--- config.mk ---
export PLATFORM = sky130hd
export DESIGN_NAME = touch_event_assembler_calibrator
export DESIGN_NICKNAME = d
export VERILOG_FILES = /design/src/design/tea_pkg.sv /design/src/design/tea_div.sv /design/src/design/tea_ctrl.sv /design/src/design/tea_dp.sv /design/src/design/touch_event_assembler_calibrator.sv
export SDC_FILE = /design/constraint.sdc
export NUM_CORES = 2
export LEC_CHECK = 0
export BUFFER_PORTS_ARGS = -buffer_cell sky130_fd_sc_hd__buf_2
export CELL_PAD_IN_SITES_DETAIL_PLACEMENT = 1
export CELL_PAD_IN_SITES_GLOBAL_PLACEMENT = 2
export CORE_ASPECT_RATIO = 0.9
export CORE_MARGIN = 4
export CORE_UTILIZATION = 32
export CTS_CLUSTER_DIAMETER = 200
export DETAILED_ROUTE_END_ITERATION = 16
export PLACE_DENSITY_LB_ADDON = 0.1
export SLEW_MARGIN = 0
export SYNTH_ARGS = -nofsm -noshare
export SYNTH_HDL_FRONTEND = slang
export SYNTH_HIERARCHICAL = 1
export SYNTH_SLANG_ARGS = --single-unit
--- constraint.sdc ---
create_clock -name clk -period 9.2 [get_ports clk]
set_input_delay 0.46 -clock clk [delete_from_list [all_inputs] [get_ports clk]]
set_output_delay 0.46 -clock clk [all_outputs]
set_load 0.01 [all_outputs]
--- src/design/tea_pkg.sv ---
// Shared types and constants for the touch event assembler and calibrator.
// Used by tea_ctrl, tea_dp, the top level and the port checker; depends on nothing.
package tea_pkg;

    // Defaults for the top-level parameters.
    localparam int COORD_BITS_DEF      = 16;
    localparam int SCALE_FRAC_BITS_DEF = 12;

    // Stream payload widths.
    localparam int TYPE_W    = 5;
    localparam int CODE_W    = 10;
    localparam int VALUE_W   = 32;
    localparam int S_TDATA_W = 48;
    localparam int M_TDATA_W = 88;

    // Configuration port.
    localparam int CFG_IDX_W  = 3;
    localparam int CFG_DATA_W = 64;

    localparam logic [CFG_IDX_W-1:0] CFG_PANEL_MODE    = 3'd0;
    localparam logic [CFG_IDX_W-1:0] CFG_SCALE_XY      = 3'd1;
    localparam logic [CFG_IDX_W-1:0] CFG_EDGE_MARGIN   = 3'd2;
    localparam logic [CFG_IDX_W-1:0] CFG_SCREEN_HEIGHT = 3'd3;
    localparam logic [CFG_IDX_W-1:0] CFG_CAL_X_GAINS   = 3'd4;
    localparam logic [CFG_IDX_W-1:0] CFG_CAL_Y_GAINS   = 3'd5;
    localparam logic [CFG_IDX_W-1:0] CFG_CAL_OFFSETS   = 3'd6;
    localparam logic [CFG_IDX_W-1:0] CFG_CAL_DIVISOR   = 3'd7;

    localparam logic [31:0] SCALE_XY_RESET      = 32'h1000_1000;
    localparam logic [11:0] SCREEN_HEIGHT_RESET = 12'd480;

    // Event codes.
    localparam logic [TYPE_W-1:0] EV_SYNC_TYPE = 5'd0;
    localparam logic [TYPE_W-1:0] EV_ABS_TYPE  = 5'd3;
    localparam logic [CODE_W-1:0] CODE_POS_X   = 10'h035;
    localparam logic [CODE_W-1:0] CODE_POS_Y   = 10'h036;
    localparam logic [CODE_W-1:0] CODE_MAJOR   = 10'h030;

    // Shared multiplier: 33 x 17 signed operands, 50-bit product.
    localparam int MUL_A_W = 33;
    localparam int MUL_B_W = 17;
    localparam int ACC_W   = MUL_A_W + MUL_B_W;
    localparam int DEN_W   = 32;

    typedef enum logic [2:0] {
        EVK_NONE,
        EVK_POS_X,
        EVK_POS_Y,
        EVK_MAJOR,
        EVK_SYNC
    } ev_kind_t;

    typedef enum logic [2:0] {
        MUL_SCALE,
        MUL_GXX,
        MUL_GXY,
        MUL_GYX,
        MUL_GYY
    } mul_sel_t;

    typedef struct packed {
        logic     capture;
        logic     store_coord;
        logic     store_size;
        logic     acc_init;
        mul_sel_t mul_sel;
        logic     acc_x_en;
        logic     acc_y_en;
        logic     div_start;
        logic     out_load;
    } tea_cmd_t;

    typedef struct packed {
        ev_kind_t kind;
        logic     use_cal;
        logic     div_busy;
    } tea_status_t;

endpackage

--- src/design/tea_div.sv ---
// Restoring serial divider on unsigned magnitudes, one quotient bit per cycle.
// Depends on nothing; instantiated by tea_dp.
module tea_div #(
    parameter int NUM_W = 50,
    parameter int DEN_W = 32
) (
    input  logic             clk,
    input  logic             rst_n,
    input  logic             start,
    input  logic [NUM_W-1:0] num,
    input  logic [DEN_W-1:0] den,
    output logic             busy,
    output logic [NUM_W-1:0] quo
);

    localparam int CNT_W = $clog2(NUM_W + 1);

    logic             busy_reg;
    logic [CNT_W-1:0] cnt_reg;
    logic [DEN_W-1:0] rem_reg;
    logic [DEN_W-1:0] den_reg;
    logic [NUM_W-1:0] quo_reg;

    logic [DEN_W:0]   trial;
    logic             fits;
    logic [DEN_W:0]   diff;

    assign trial = {rem_reg, quo_reg[NUM_W-1]};
    assign fits  = trial >= {1'b0, den_reg};
    assign diff  = trial - {1'b0, den_reg};

    always_ff @(posedge clk or negedge rst_n)
    begin
        if (!rst_n)
        begin
            busy_reg <= 1'b0;
            cnt_reg  <= '0;
        end
        else if (start)
        begin
            busy_reg <= 1'b1;
            cnt_reg  <= CNT_W'(NUM_W);
        end
        else if (busy_reg)
        begin
            cnt_reg <= cnt_reg - 1'b1;
            if (cnt_reg == CNT_W'(1))
            begin
                busy_reg <= 1'b0;
            end
        end
    end

    always_ff @(posedge clk)
    begin
        if (start)
        begin
            rem_reg <= '0;
            den_reg <= den;
            quo_reg <= num;
        end
        else if (busy_reg)
        begin
            rem_reg <= fits ? diff[DEN_W-1:0] : trial[DEN_W-1:0];
            quo_reg <= {quo_reg[NUM_W-2:0], fits};
        end
    end

    assign busy = busy_reg;
    assign quo  = quo_reg;

endmodule

--- src/design/tea_ctrl.sv ---
// Sequencer of the touch event assembler: decodes events, steps the
// calibration and owns the pending flag and result valid. Depends on tea_pkg.
module tea_ctrl (
    input  logic                 clk,
    input  logic                 rst_n,
    input  logic                 s_tvalid,
    output logic                 s_tready,
    output logic                 m_tvalid,
    input  logic                 m_tready,
    input  tea_pkg::tea_status_t status,
    output tea_pkg::tea_cmd_t    cmd
);

    typedef enum logic [6:0] {
        ST_IDLE      = 7'b0000001,
        ST_DECODE    = 7'b0000010,
        ST_SCALE     = 7'b0000100,
        ST_CAL_MUL   = 7'b0001000,
        ST_DIV_START = 7'b0010000,
        ST_DIV_WAIT  = 7'b0100000,
        ST_FINISH    = 7'b1000000
    } state_t;

    state_t     state_reg, state_next;
    logic [2:0] step_reg, step_next;
    logic       pending_reg, pending_next;
    logic       out_valid_reg, out_valid_next;

    always_comb
    begin
        state_next   = state_reg;
        step_next    = step_reg;
        pending_next = pending_reg;
        cmd          = '0;
        cmd.mul_sel  = tea_pkg::MUL_SCALE;

        unique case (state_reg)
            ST_IDLE:
            begin
                cmd.capture = s_tvalid;
                if (s_tvalid)
                begin
                    state_next = ST_DECODE;
                end
            end
            ST_DECODE:
            begin
                cmd.acc_init = 1'b1;
                unique case (status.kind)
                    tea_pkg::EVK_POS_X, tea_pkg::EVK_POS_Y:
                    begin
                        state_next = ST_SCALE;
                    end
                    tea_pkg::EVK_MAJOR:
                    begin
                        cmd.store_size = 1'b1;
                        pending_next   = 1'b1;
                        state_next     = ST_IDLE;
                    end
                    tea_pkg::EVK_SYNC:
                    begin
                        pending_next = 1'b0;
                        if (!pending_reg)
                        begin
                            state_next = ST_IDLE;
                        end
                        else if (status.use_cal)
                        begin
                            step_next  = '0;
                            state_next = ST_CAL_MUL;
                        end
                        else
                        begin
                            state_next = ST_FINISH;
                        end
                    end
                    default:
                    begin
                        state_next = ST_IDLE;
                    end
                endcase
            end
            ST_SCALE:
            begin
                cmd.store_coord = 1'b1;
                state_next      = ST_IDLE;
            end
            ST_CAL_MUL:
            begin
                // A product is issued in one step and added in the next.
                unique case (step_reg)
                    3'd0:    cmd.mul_sel = tea_pkg::MUL_GXX;
                    3'd1:    cmd.mul_sel = tea_pkg::MUL_GXY;
                    3'd2:    cmd.mul_sel = tea_pkg::MUL_GYX;
                    3'd3:    cmd.mul_sel = tea_pkg::MUL_GYY;
                    default: cmd.mul_sel = tea_pkg::MUL_SCALE;
                endcase
                cmd.acc_x_en = (step_reg == 3'd1) || (step_reg == 3'd2);
                cmd.acc_y_en = (step_reg == 3'd3) || (step_reg == 3'd4);
                step_next    = step_reg + 3'd1;
                if (step_reg == 3'd4)
                begin
                    state_next = ST_DIV_START;
                end
            end
            ST_DIV_START:
            begin
                cmd.div_start = 1'b1;
                state_next    = ST_DIV_WAIT;
            end
            ST_DIV_WAIT:
            begin
                if (!status.div_busy)
                begin
                    state_next = ST_FINISH;
                end
            end
            ST_FINISH:
            begin
                if (!out_valid_reg || m_tready)
                begin
                    cmd.out_load = 1'b1;
                    state_next   = ST_IDLE;
                end
            end
            default:
            begin
                state_next = ST_IDLE;
            end
        endcase
    end

    always_comb
    begin
        if (cmd.out_load)
        begin
            out_valid_next = 1'b1;
        end
        else if (m_tready)
        begin
            out_valid_next = 1'b0;
        end
        else
        begin
            out_valid_next = out_valid_reg;
        end
    end

    always_ff @(posedge clk or negedge rst_n)
    begin
        if (!rst_n)
        begin
            state_reg     <= ST_IDLE;
            step_reg      <= '0;
            pending_reg   <= 1'b0;
            out_valid_reg <= 1'b0;
        end
        else
        begin
            state_reg     <= state_next;
            step_reg      <= step_next;
            pending_reg   <= pending_next;
            out_valid_reg <= out_valid_next;
        end
    end

    assign s_tready = (state_reg == ST_IDLE);
    assign m_tvalid = out_valid_reg;

endmodule

--- src/design/tea_dp.sv ---
// Datapath of the touch event assembler: configuration registers, touch state,
// shared multiplier, two serial dividers and the result register.
// Depends on tea_pkg and tea_div.
module tea_dp #(
    parameter int COORD_BITS      = tea_pkg::COORD_BITS_DEF,
    parameter int SCALE_FRAC_BITS = tea_pkg::SCALE_FRAC_BITS_DEF
) (
    input  logic                            clk,
    input  logic                            rst_n,
    input  logic                            cfg_wr,
    input  logic [tea_pkg::CFG_IDX_W-1:0]   cfg_index,
    input  logic [tea_pkg::CFG_DATA_W-1:0]  cfg_data,
    input  logic [tea_pkg::TYPE_W-1:0]      in_type,
    input  logic [tea_pkg::S_TDATA_W-1:0]   in_data,
    input  tea_pkg::tea_cmd_t               cmd,
    output tea_pkg::tea_status_t            status,
    output logic [tea_pkg::M_TDATA_W-1:0]   out_data
);

    localparam int ACC_W  = tea_pkg::ACC_W;
    localparam int DEN_W  = tea_pkg::DEN_W;
    localparam int PROD_W = 48;

    // Configuration.
    logic        panel_mode_reg;
    logic [31:0] scale_xy_reg;
    logic [7:0]  edge_margin_reg;
    logic [11:0] screen_height_reg;
    logic [63:0] cal_x_gains_reg;
    logic [63:0] cal_y_gains_reg;
    logic [63:0] cal_offsets_reg;
    logic [31:0] cal_divisor_reg;

    // Captured event.
    logic [tea_pkg::TYPE_W-1:0]  ev_type_reg;
    logic [tea_pkg::CODE_W-1:0]  ev_code_reg;
    logic signed [31:0]          ev_value_reg;

    // Touch state.
    logic signed [COORD_BITS-1:0] cur_x_reg;
    logic signed [COORD_BITS-1:0] cur_y_reg;
    logic [15:0]                  cur_size_reg;
    logic [15:0]                  last_size_reg;

    logic signed [ACC_W-1:0] prod_reg;
    logic signed [ACC_W-1:0] acc_x_reg;
    logic signed [ACC_W-1:0] acc_y_reg;
    logic [tea_pkg::M_TDATA_W-1:0] out_data_reg;

    logic div_x_busy;
    logic div_y_busy;

    always_ff @(posedge clk or negedge rst_n)
    begin
        if (!rst_n)
        begin
            panel_mode_reg    <= 1'b0;
            scale_xy_reg      <= tea_pkg::SCALE_XY_RESET;
            edge_margin_reg   <= '0;
            screen_height_reg <= tea_pkg::SCREEN_HEIGHT_RESET;
            cal_x_gains_reg   <= '0;
            cal_y_gains_reg   <= '0;
            cal_offsets_reg   <= '0;
            cal_divisor_reg   <= '0;
        end
        else if (cfg_wr)
        begin
            unique case (cfg_index)
                tea_pkg::CFG_PANEL_MODE:    panel_mode_reg    <= cfg_data[0];
                tea_pkg::CFG_SCALE_XY:      scale_xy_reg      <= cfg_data[31:0];
                tea_pkg::CFG_EDGE_MARGIN:   edge_margin_reg   <= cfg_data[7:0];
                tea_pkg::CFG_SCREEN_HEIGHT: screen_height_reg <= cfg_data[11:0];
                tea_pkg::CFG_CAL_X_GAINS:   cal_x_gains_reg   <= cfg_data;
                tea_pkg::CFG_CAL_Y_GAINS:   cal_y_gains_reg   <= cfg_data;
                tea_pkg::CFG_CAL_OFFSETS:   cal_offsets_reg   <= cfg_data;
                tea_pkg::CFG_CAL_DIVISOR:   cal_divisor_reg   <= cfg_data[31:0];
                default:                    panel_mode_reg    <= panel_mode_reg;
            endcase
        end
    end

    always_ff @(posedge clk)
    begin
        if (cmd.capture)
        begin
            ev_type_reg  <= in_type;
            ev_code_reg  <= in_data[tea_pkg::CODE_W-1:0];
            ev_value_reg <= in_data[tea_pkg::CODE_W +: tea_pkg::VALUE_W];
        end
    end

    always_comb
    begin
        status = '0;
        if (ev_type_reg == tea_pkg::EV_ABS_TYPE)
        begin
            priority if (ev_code_reg == tea_pkg::CODE_POS_X)
                status.kind = tea_pkg::EVK_POS_X;
            else if (ev_code_reg == tea_pkg::CODE_POS_Y)
                status.kind = tea_pkg::EVK_POS_Y;
            else if (ev_code_reg == tea_pkg::CODE_MAJOR)
                status.kind = tea_pkg::EVK_MAJOR;
            else
                status.kind = tea_pkg::EVK_NONE;
        end
        else if (ev_type_reg == tea_pkg::EV_SYNC_TYPE)
        begin
            status.kind = tea_pkg::EVK_SYNC;
        end
        else
        begin
            status.kind = tea_pkg::EVK_NONE;
        end
        status.use_cal  = panel_mode_reg && (cal_divisor_reg != '0);
        status.div_busy = div_x_busy || div_y_busy;
    end

    // Shared signed multiplier. Scaling uses it on magnitudes with a zero sign bit.
    logic [31:0]                     value_mag;
    logic [15:0]                     scale_factor;
    logic signed [tea_pkg::MUL_A_W-1:0] mul_a;
    logic signed [tea_pkg::MUL_B_W-1:0] mul_b;
    logic signed [ACC_W-1:0]         mul_p;

    assign value_mag    = ev_value_reg[31] ? 32'(-ev_value_reg) : ev_value_reg;
    assign scale_factor = (ev_code_reg == tea_pkg::CODE_POS_X) ? scale_xy_reg[15:0]
                                                               : scale_xy_reg[31:16];

    always_comb
    begin
        unique case (cmd.mul_sel)
            tea_pkg::MUL_GXX:
            begin
                mul_a = tea_pkg::MUL_A_W'($signed(cal_x_gains_reg[31:0]));
                mul_b = tea_pkg::MUL_B_W'(cur_x_reg);
            end
            tea_pkg::MUL_GXY:
            begin
                mul_a = tea_pkg::MUL_A_W'($signed(cal_x_gains_reg[63:32]));
                mul_b = tea_pkg::MUL_B_W'(cur_y_reg);
            end
            tea_pkg::MUL_GYX:
            begin
                mul_a = tea_pkg::MUL_A_W'($signed(cal_y_gains_reg[31:0]));
                mul_b = tea_pkg::MUL_B_W'(cur_x_reg);
            end
            tea_pkg::MUL_GYY:
            begin
                mul_a = tea_pkg::MUL_A_W'($signed(cal_y_gains_reg[63:32]));
                mul_b = tea_pkg::MUL_B_W'(cur_y_reg);
            end
            default:
            begin
                mul_a = $signed({1'b0, value_mag});
                mul_b = $signed({1'b0, scale_factor});
            end
        endcase
    end

    assign mul_p = mul_a * mul_b;

    always_ff @(posedge clk)
    begin
        prod_reg <= mul_p;
        if (cmd.acc_init)
        begin
            acc_x_reg <= ACC_W'($signed(cal_offsets_reg[31:0]));
            acc_y_reg <= ACC_W'($signed(cal_offsets_reg[63:32]));
        end
        else
        begin
            if (cmd.acc_x_en)
            begin
                acc_x_reg <= acc_x_reg + prod_reg;
            end
            if (cmd.acc_y_en)
            begin
                acc_y_reg <= acc_y_reg + prod_reg;
            end
        end
    end

    // Scaled coordinate: truncate the magnitude, then saturate to COORD_BITS.
    localparam logic [PROD_W-1:0] COORD_LIM = PROD_W'(1) << (COORD_BITS - 1);
    localparam logic [COORD_BITS-1:0] COORD_MIN = COORD_BITS'(1) << (COORD_BITS - 1);
    localparam logic [COORD_BITS-1:0] COORD_MAX = ~COORD_MIN;

    logic [PROD_W-1:0]     scaled_mag;
    logic [COORD_BITS-1:0] scaled_coord;

    assign scaled_mag = prod_reg[PROD_W-1:0] >> SCALE_FRAC_BITS;

    always_comb
    begin
        if (ev_value_reg[31])
        begin
            scaled_coord = (scaled_mag >= COORD_LIM) ? COORD_MIN
                                                     : COORD_BITS'(-scaled_mag);
        end
        else
        begin
            scaled_coord = (scaled_mag >= COORD_LIM) ? COORD_MAX
                                                     : scaled_mag[COORD_BITS-1:0];
        end
    end

    always_ff @(posedge clk or negedge rst_n)
    begin
        if (!rst_n)
        begin
            cur_x_reg     <= '0;
            cur_y_reg     <= '0;
            cur_size_reg  <= '0;
            last_size_reg <= '0;
        end
        else
        begin
            if (cmd.store_coord)
            begin
                if (ev_code_reg == tea_pkg::CODE_POS_X)
                begin
                    cur_x_reg <= scaled_coord;
                end
                else
                begin
                    cur_y_reg <= scaled_coord;
                end
            end
            if (cmd.store_size)
            begin
                if (ev_value_reg[31])
                    cur_size_reg <= '0;
                else if (ev_value_reg[30:16] != '0)
                    cur_size_reg <= 16'hFFFF;
                else
                    cur_size_reg <= ev_value_reg[15:0];
            end
            if (cmd.out_load)
            begin
                last_size_reg <= cur_size_reg;
            end
        end
    end

    // Division on magnitudes; the sign is put back afterwards, which truncates toward zero.
    logic [ACC_W-1:0] num_x_mag;
    logic [ACC_W-1:0] num_y_mag;
    logic [DEN_W-1:0] den_mag;
    logic [ACC_W-1:0] quo_x_mag;
    logic [ACC_W-1:0] quo_y_mag;

    assign num_x_mag = acc_x_reg[ACC_W-1] ? ACC_W'(-acc_x_reg) : acc_x_reg;
    assign num_y_mag = acc_y_reg[ACC_W-1] ? ACC_W'(-acc_y_reg) : acc_y_reg;
    assign den_mag   = cal_divisor_reg[31] ? DEN_W'(-cal_divisor_reg) : cal_divisor_reg;

    tea_div #(
        .NUM_W (ACC_W),
        .DEN_W (DEN_W)
    ) u_div_x (
        .clk   (clk),
        .rst_n (rst_n),
        .start (cmd.div_start),
        .num   (num_x_mag),
        .den   (den_mag),
        .busy  (div_x_busy),
        .quo   (quo_x_mag)
    );

    tea_div #(
        .NUM_W (ACC_W),
        .DEN_W (DEN_W)
    ) u_div_y (
        .clk   (clk),
        .rst_n (rst_n),
        .start (cmd.div_start),
        .num   (num_y_mag),
        .den   (den_mag),
        .busy  (div_y_busy),
        .quo   (quo_y_mag)
    );

    function automatic logic [15:0] sat_quo(input logic [ACC_W-1:0] mag, input logic neg);
        logic [15:0] res;
        if (neg)
            res = (mag > ACC_W'(32768)) ? 16'h8000 : 16'(-mag);
        else
            res = (mag > ACC_W'(32767)) ? 16'h7FFF : mag[15:0];
        return res;
    endfunction

    function automatic logic [15:0] sat18(input logic signed [17:0] v);
        logic [15:0] res;
        if (v > 18'sd32767)
            res = 16'h7FFF;
        else if (v < -18'sd32768)
            res = 16'h8000;
        else
            res = v[15:0];
        return res;
    endfunction

    // Result assembly.
    logic signed [15:0] raw_x;
    logic signed [15:0] raw_y;
    logic signed [17:0] py18;
    logic signed [17:0] m18;
    logic signed [17:0] h18;
    logic signed [17:0] nudged_y;
    logic [15:0]        pos_x;
    logic [15:0]        pos_y;
    logic               cal_error;
    logic               contact_changed;

    assign raw_x = 16'(cur_x_reg);
    assign raw_y = 16'(cur_y_reg);
    assign py18  = 18'(cur_y_reg);
    assign m18   = $signed({10'd0, edge_margin_reg});
    assign h18   = $signed({6'd0, screen_height_reg});

    always_comb
    begin
        priority if (py18 + m18 > h18)
            nudged_y = py18 - m18;
        else if (py18 < m18)
            nudged_y = py18 + m18;
        else
            nudged_y = py18;
    end

    always_comb
    begin
        cal_error = 1'b0;
        if (!panel_mode_reg)
        begin
            pos_x = raw_x;
            pos_y = sat18(nudged_y);
        end
        else if (cal_divisor_reg == '0)
        begin
            pos_x     = raw_x;
            pos_y     = raw_y;
            cal_error = 1'b1;
        end
        else
        begin
            pos_x = sat_quo(quo_x_mag, acc_x_reg[ACC_W-1] ^ cal_divisor_reg[31]);
            pos_y = sat_quo(quo_y_mag, acc_y_reg[ACC_W-1] ^ cal_divisor_reg[31]);
        end
    end

    assign contact_changed = (cur_size_reg != last_size_reg);

    always_ff @(posedge clk)
    begin
        if (cmd.out_load)
        begin
            out_data_reg <= {6'd0, cal_error, contact_changed, cur_size_reg,
                             pos_y, pos_x, raw_y, raw_x};
        end
    end

    assign out_data = out_data_reg;

endmodule

--- src/design/touch_event_assembler_calibrator.sv ---
// Touch event assembler and calibrator, top level.
// Depends on tea_pkg, tea_ctrl, tea_dp (and through it tea_div).
//
// Input events arrive on the s_ stream, one request per event: s_tuser carries
// the event type, s_tdata the code and the signed value. Absolute X and Y events
// are scaled and stored, a touch-major event stores the contact size and arms a
// report, and a sync event with an armed report produces one request on the m_
// stream. All other events are absorbed without a result.
// Configuration goes through the cfg_ write channel, one register per request;
// it is always ready and must only be used while no event is in flight.
// A position event is decoded, then scaled and stored; a size event is stored
// at decode. A sync report in capacitive mode, or with a zero divisor, goes from
// decode straight to the output register. A resistive report first runs the
// gain products through the one shared multiplier and then the two bit-serial
// dividers, which run side by side for x and y. Events are taken one at a time.
// The result sits in an output register, so a new event is accepted while the
// previous report waits; a report finishing while the receiver still stalls is
// held until the register frees up.
// Reset clears the touch state, the pending flag and the result valid, and puts
// every configuration register at its reset value.
module touch_event_assembler_calibrator #(
    parameter int COORD_BITS      = tea_pkg::COORD_BITS_DEF,
    parameter int SCALE_FRAC_BITS = tea_pkg::SCALE_FRAC_BITS_DEF
) (
    input  logic                           clk,
    input  logic                           rst_n,
    input  logic                           s_tvalid,
    output logic                           s_tready,
    // event_code[9:0], event_value[41:10], zero fill above
    input  logic [tea_pkg::S_TDATA_W-1:0]  s_tdata,
    // event_type[4:0]
    input  logic [tea_pkg::TYPE_W-1:0]     s_tuser,
    output logic                           m_tvalid,
    input  logic                           m_tready,
    // raw_x[15:0], raw_y[31:16], pos_x[47:32], pos_y[63:48],
    // contact_size[79:64], contact_changed[80], cal_error[81], zero fill above
    output logic [tea_pkg::M_TDATA_W-1:0]  m_tdata,
    input  logic                           cfg_valid,
    output logic                           cfg_ready,
    input  logic [tea_pkg::CFG_IDX_W-1:0]  cfg_index,
    input  logic [tea_pkg::CFG_DATA_W-1:0] cfg_data
);

    tea_pkg::tea_cmd_t    cmd;
    tea_pkg::tea_status_t status;

    assign cfg_ready = 1'b1;

    tea_ctrl u_ctrl (
        .clk      (clk),
        .rst_n    (rst_n),
        .s_tvalid (s_tvalid),
        .s_tready (s_tready),
        .m_tvalid (m_tvalid),
        .m_tready (m_tready),
        .status   (status),
        .cmd      (cmd)
    );

    tea_dp #(
        .COORD_BITS      (COORD_BITS),
        .SCALE_FRAC_BITS (SCALE_FRAC_BITS)
    ) u_dp (
        .clk       (clk),
        .rst_n     (rst_n),
        .cfg_wr    (cfg_valid && cfg_ready),
        .cfg_index (cfg_index),
        .cfg_data  (cfg_data),
        .in_type   (s_tuser),
        .in_data   (s_tdata),
        .cmd       (cmd),
        .status    (status),
        .out_data  (m_tdata)
    );

endmodule

[Word level (Yosys, flattened, before mapping)]
Index checks and enable logic that the tools add are counted.
Storage, ports and cells
  output and inout port bits: 91
  word-level logic and storage cells: 216
  input port bits: 125
  flip-flop bits (word level): 842
Operators by class
  equality and inequality tests: 40
  multiplexer cells: 76
  reduce and logical (&&, ||, !) cells: 35
  multiply operators: 1
  bitwise operators: 3
  add/sub/neg operators: 16
  $lt $le $gt $ge: 11
Operators by type and width (count)
  2-to-1 mux 50 bit: 10
  2-to-1 mux 16 bit: 18
  one-hot mux 33 bit (4 select lines): 1
  adder 50 bit: 2
  greater-than comparator 50 x 15 -> 1 bit, second input constant: 2
  greater-than comparator 50 x 16 -> 1 bit, second input constant: 2
  negation 50 bit: 2
  2-to-1 mux 32 bit: 3
  >= comparator 33 x 32 -> 1 bit: 2
  negation 32 bit: 2
  subtractor 32 bit: 2
  multiplier 33 x 17 -> 50 bit: 1
  negation 16 bit: 3
  2-to-1 mux 7 bit: 6
  one-hot mux 7 bit (6 select lines): 1
  >= comparator 36 x 16 -> 1 bit, second input constant: 1
  2-to-1 mux 18 bit: 2
  one-hot mux 17 bit (2 select lines): 1
  zero test 32 bit: 1
  nonzero test 32 bit: 1
  2-to-1 mux 31 bit: 1
  equality test 10 x 6 -> 1 bit, second input constant: 3
  equality test 3 x 2 -> 1 bit, second input constant: 8
  2-to-1 mux 6 bit: 4
  other kinds (42): 103

[Longest topological paths before layout]
  word-level depth: 9
  mapped depth: 42
  gate-level depth less buffers: 34

[Cells and area by module]
Netlist, hierarchy kept.
Modules (own cells, without submodules)
  tea_dp: seq. area each 16418.2 um2, times used 1, area each 54378.4 um2, cells each 5577
  tea_div: seq. area each 3278.1 um2, times used 2, area each 6730.2 um2, cells each 624
  tea_ctrl: seq. area each 301.5 um2, times used 1, area each 809.5 um2, cells each 93
  touch_event_assembler_calibrator: seq. area each 0.0 um2, times used 1, area each 11.3 um2, cells each 2

[Worst setup path before layout]
Ideal clock, no wire load.
  kind: register -> register
  start point: reg u_ctrl.state_reg[6]
  end point: reg u_dp.prod_reg[48]
  setup slack: -0.522 ns
  setup time: 0.118 ns
  arrival time: 9.604 ns
  buffers on the path: 8
  stages on the path, launching flop included: 39
  data required time: 9.082 ns
  clock period less this slack: 9.722 ns
  cell sequence: dfrtp_1 -> nor3_1 -> nand4b_1 -> clkbuf_1 -> nor3_1 -> buf_4 -> clkbuf_1 -> nor2b_1 -> clkbuf_1 -> and2_1 -> clkbuf_1 -> or2_2 -> buf_2 -> nor2_1 -> clkbuf_1 -> o31ai_1 -> nor2_1 -> fa_1 -> [... 3 more ...] -> inv_1 -> fa_1 -> fa_1 -> inv_1 -> fa_1 -> inv_1 -> ha_1 -> clkbuf_1 -> a21o_1 -> a2111oi_0 -> o31ai_1 -> o21ai_0 -> a31oi_1 -> nor3_1 -> o31ai_1 -> a211o_1 -> a21o_1 -> xor2_1
RTL lines
  start, declared: line tea_ctrl.sv:24  | state_t state_reg, state_next;
  start signal, assigned: line tea_ctrl.sv:160  | state_reg <= state_next;
  end signal, assigned: line tea_dp.sv:164  | prod_reg <= mul_p;
  end, declared: line tea_dp.sv:45  | logic signed [ACC_W-1:0] prod_reg;

[Worst setup path after layout]
  start point: reg u_dp.ev_value_reg[1]
  end point: reg u_dp.prod_reg[48]
Between the ends
  longest elaborated chain between the ends: 4
Ends and longest elaborated chain
  start, declared: line tea_dp.sv:37  | logic signed [31:0] ev_value_reg;
  start signal, assigned: line tea_dp.sv:88  | ev_value_reg <= in_data[tea_pkg::CODE_W +: tea_pkg::VALUE_W];
  negation 32 bit: line tea_dp.sv:125  | assign value_mag = ev_value_reg[31] ? 32'(-ev_value_reg) : ev_value_reg;
  2-to-1 mux 32 bit (*): line tea_dp.sv:125
  one-hot mux 33 bit (4 select lines) (*): line tea_dp.sv:131  | unique case (cmd.mul_sel)
  multiplier 33 x 17 -> 50 bit (*): line tea_dp.sv:160  | assign mul_p = mul_a * mul_b;
  via u_dp.mul_p[48]: line tea_dp.sv:123  | logic signed [ACC_W-1:0] mul_p;
Mark *: on every way through the listed nets, which the timed path passes. The rest lies on a longest branch.
A chain may end at the register's enable or synchronous reset.

==> run metrics <==
htree depth=3; dpl cells=10,100; WL/cell=24.7 µm; share of cells above drive strength 1=19.5%; final max-slew violation count=0; largest net degree at the start of global routing=145; Worst setup EP type=register; crit path DAT=9.50 ns; Worst EP required=9.81 ns; DRT Pass-1 Iters=6; dpl hpwl=207 mm; Sink Count=slightly below 900; synth top area cells=edfxtp_1, fa_1, dfrtp_1; Avg Inst Size Synth=9.92 µm²; clock skew=0.0855 ns; Vias=53,300; Synth top area share=17.2%; Die W=496 µm; synthesized cell area=between 60,000 and 70,000 µm²; Detail Route Antenna Nets=0; initial antenna violation count=28; RSZ-0062 raised after global routing=true; cell row count=roughly 160; DIE HEIGHT=447 µm; Ports=approximately 220; CP delay by family, top=adder cells; vias in the first global route=about 57,000; Max-cap violations=0; fmax=113 MHz; clock buffer count from CTS=102; max_slew headroom=between 20% and 30%; crit path launch type=register; gr ovfl total=0; fraction of registers with async set/reset=42.0%; min Tclk post-route=8.89 ns; Final Non-Filler Cells=10,400; type of the worst setup path=register to register; Final GP Congestion=0.878; Hold WC Path Type=input pin to register; R2R cell count=34; CTS Buffer Depth=3; Tightest Pin Transition=1.19 ns; Starting Density=between 30% and 40%; leading area contributor after synthesis=edfxtp_1; max incr delay on CP=0.55 ns; number of port buffers=202; final setup violation count=0; vias per cell=5.12; Buf+Inv Stages, Crit Path=7; Final Hold Fails=0; commonest non-fill, non-tap cell in the layout=inv_1; most frequent cells in the layout=inv_1, nor2_1, nand2_1; Ys Warns=6; crit-path max FO=6; dominant synthesized flop cell=edfxtp_1; # DRC=0; Routed WL=257 mm; cell depth of the worst setup path=34; Final Core Density=a little under two fifths; slowest cell on the critical path=or4b_4; part of the cycle the worst path needs=96.6%; hold depth=2; Final Net Count=8,450; Die ar.=222,000 µm²; Post-synth EDFFs=393; status=completed; Root Driver=clkbuf_16; starting DRC count in detailed routing=2,923; register bit total from synthesis=874; max reg flops=approximately 80; core box area=214,000 µm²; worst hold slack=0.0541 ns; worst skew pair latency=between 0.7 and 0.8 ns; Most Frequent Cell on Critical Path=fa_1; total track usage=22.9%; CTS tree=yes; Synth Instances=6,920; first-pass GRT wire length=approximately 380 mm; post-synthesis sequential area ratio=33.9%; Layout area overhead=17.7%; Worst-path clk slew=0.06 ns; post-synth cell types=approximately 110
[metal layers]
layer	vias up	part of all wire [%]	track usage (%)
met5	-	0.0051	0
met4	2	3.0	6.39
met3	271	3.2	2.42
met2	815	48	38.1
met1	27500	46	31.6
li1	24800	-	-
[kinds of logic after synthesis]
family          count (synthesis)  synth area share (%)
simple gates                 1873                  12.6
compound gates               1350                  13.0
buf+inv                      1087                  6.14
flops                         874                  33.9
fa+ha+maj                     865                  21.7
mux                           484                  7.83
xor+xnor                      385                  4.91
other cells                     2                0.0109
[worst paths after layout]
check                                         startpoint                  endpoint  slack (ns)
worst min register to register  u_dp/u_div_x/rem_reg[21]  u_dp/u_div_x/rem_reg[21]        0.49
worst max register to register      u_dp/ev_value_reg[1]         u_dp/prod_reg[48]        0.31
worst min-delay path                        cfg_data[45]  u_dp/cal_y_gains_reg[45]        0.05
worst max-delay path                u_dp/ev_value_reg[1]         u_dp/prod_reg[48]        0.31
min in group asynchronous                          rst_n  u_dp/cal_divisor_reg[25]        0.21
max in group asynchronous                          rst_n  u_dp/cal_offsets_reg[53]        6.69
[area by class of cell]
type / instances / area, µm²
fill: 24000 / 133000
antenna: 15 / 37.5
multi-input combinational: 4964 / 41900
tap: 2852 / 3570
timing repair buffer: 734 / 5610
clock inverter: 57 / 703
clock buffer: 136 / 2850
sequential: 874 / 23300
inverter: 784 / 2950
[synth_stat cells (25+ instances only)]
cell type    n
o21ai_1     41
o21bai_1    33
and3_1      33
edfxtp_1   393
mux2_2     419
o211ai_1    28
xnor2_1    258
mux2i_1     61
a31oi_1     30
inv_1      782
nor3_1      93
a221o_1     26
dfxtp_1    114
nand4_1     50
nand2b_1    73
or2_2       25
nor4_1      50
nand2_1    619
a21o_1     108
xor2_1     127
ha_1       322
a211oi_1    84
or4_1       27
nor2_1     630
fa_1       543
nand3_1     71
and2_1      27
a21oi_1    269
nor2b_1     45
o21ai_0    359
o21a_1      54
dfrtp_1    360
o31ai_1     68
or3_1       59
clkbuf_1   242
[what timing repair did]
| item | 4_1_cts | 5_1_grt |
|---|---|---|
| hold buffers | 52 | 0 |
| buffers inserted | 1 | 8 |
| pin swaps | 6 | 13 |
| hold endpoints to repair | 96 | 0 |
| endpoints found under the setup margin | 12 | 15 |
| resized for setup | 16 | 69 |
[worst register-to-register path: cells and delay by family (launching register included)]
kind	cells	cell delay, ns
AOI/OAI and AO/OA	10	1.57
xor gates and xnor gates	2	0.35
adders and majority gates	7	3.34
buffers and inverters	7	0.68
DFF	1	0.38
and+or+nand+nor	8	2.45
[through the flow]
| step | cell area [µm²] | setup slack [ns] | TNS (ns) |
|---|---|---|---|
| floorplan | 68800 | 0.0151 | 0 |
| global placement | 76300 | -0.244 | -1.40 |
| detailed placement | 76300 | -0.324 | -2.25 |
| CTS | 80400 | -0.0230 | -0.0230 |
| global route | 80800 | -0.0512 | -0.135 |
| finish | 80800 | 0.315 | 0 |
Power is not shown: default switching activity piles up to over one toggle a cycle in this logic, so the estimate is an artifact.
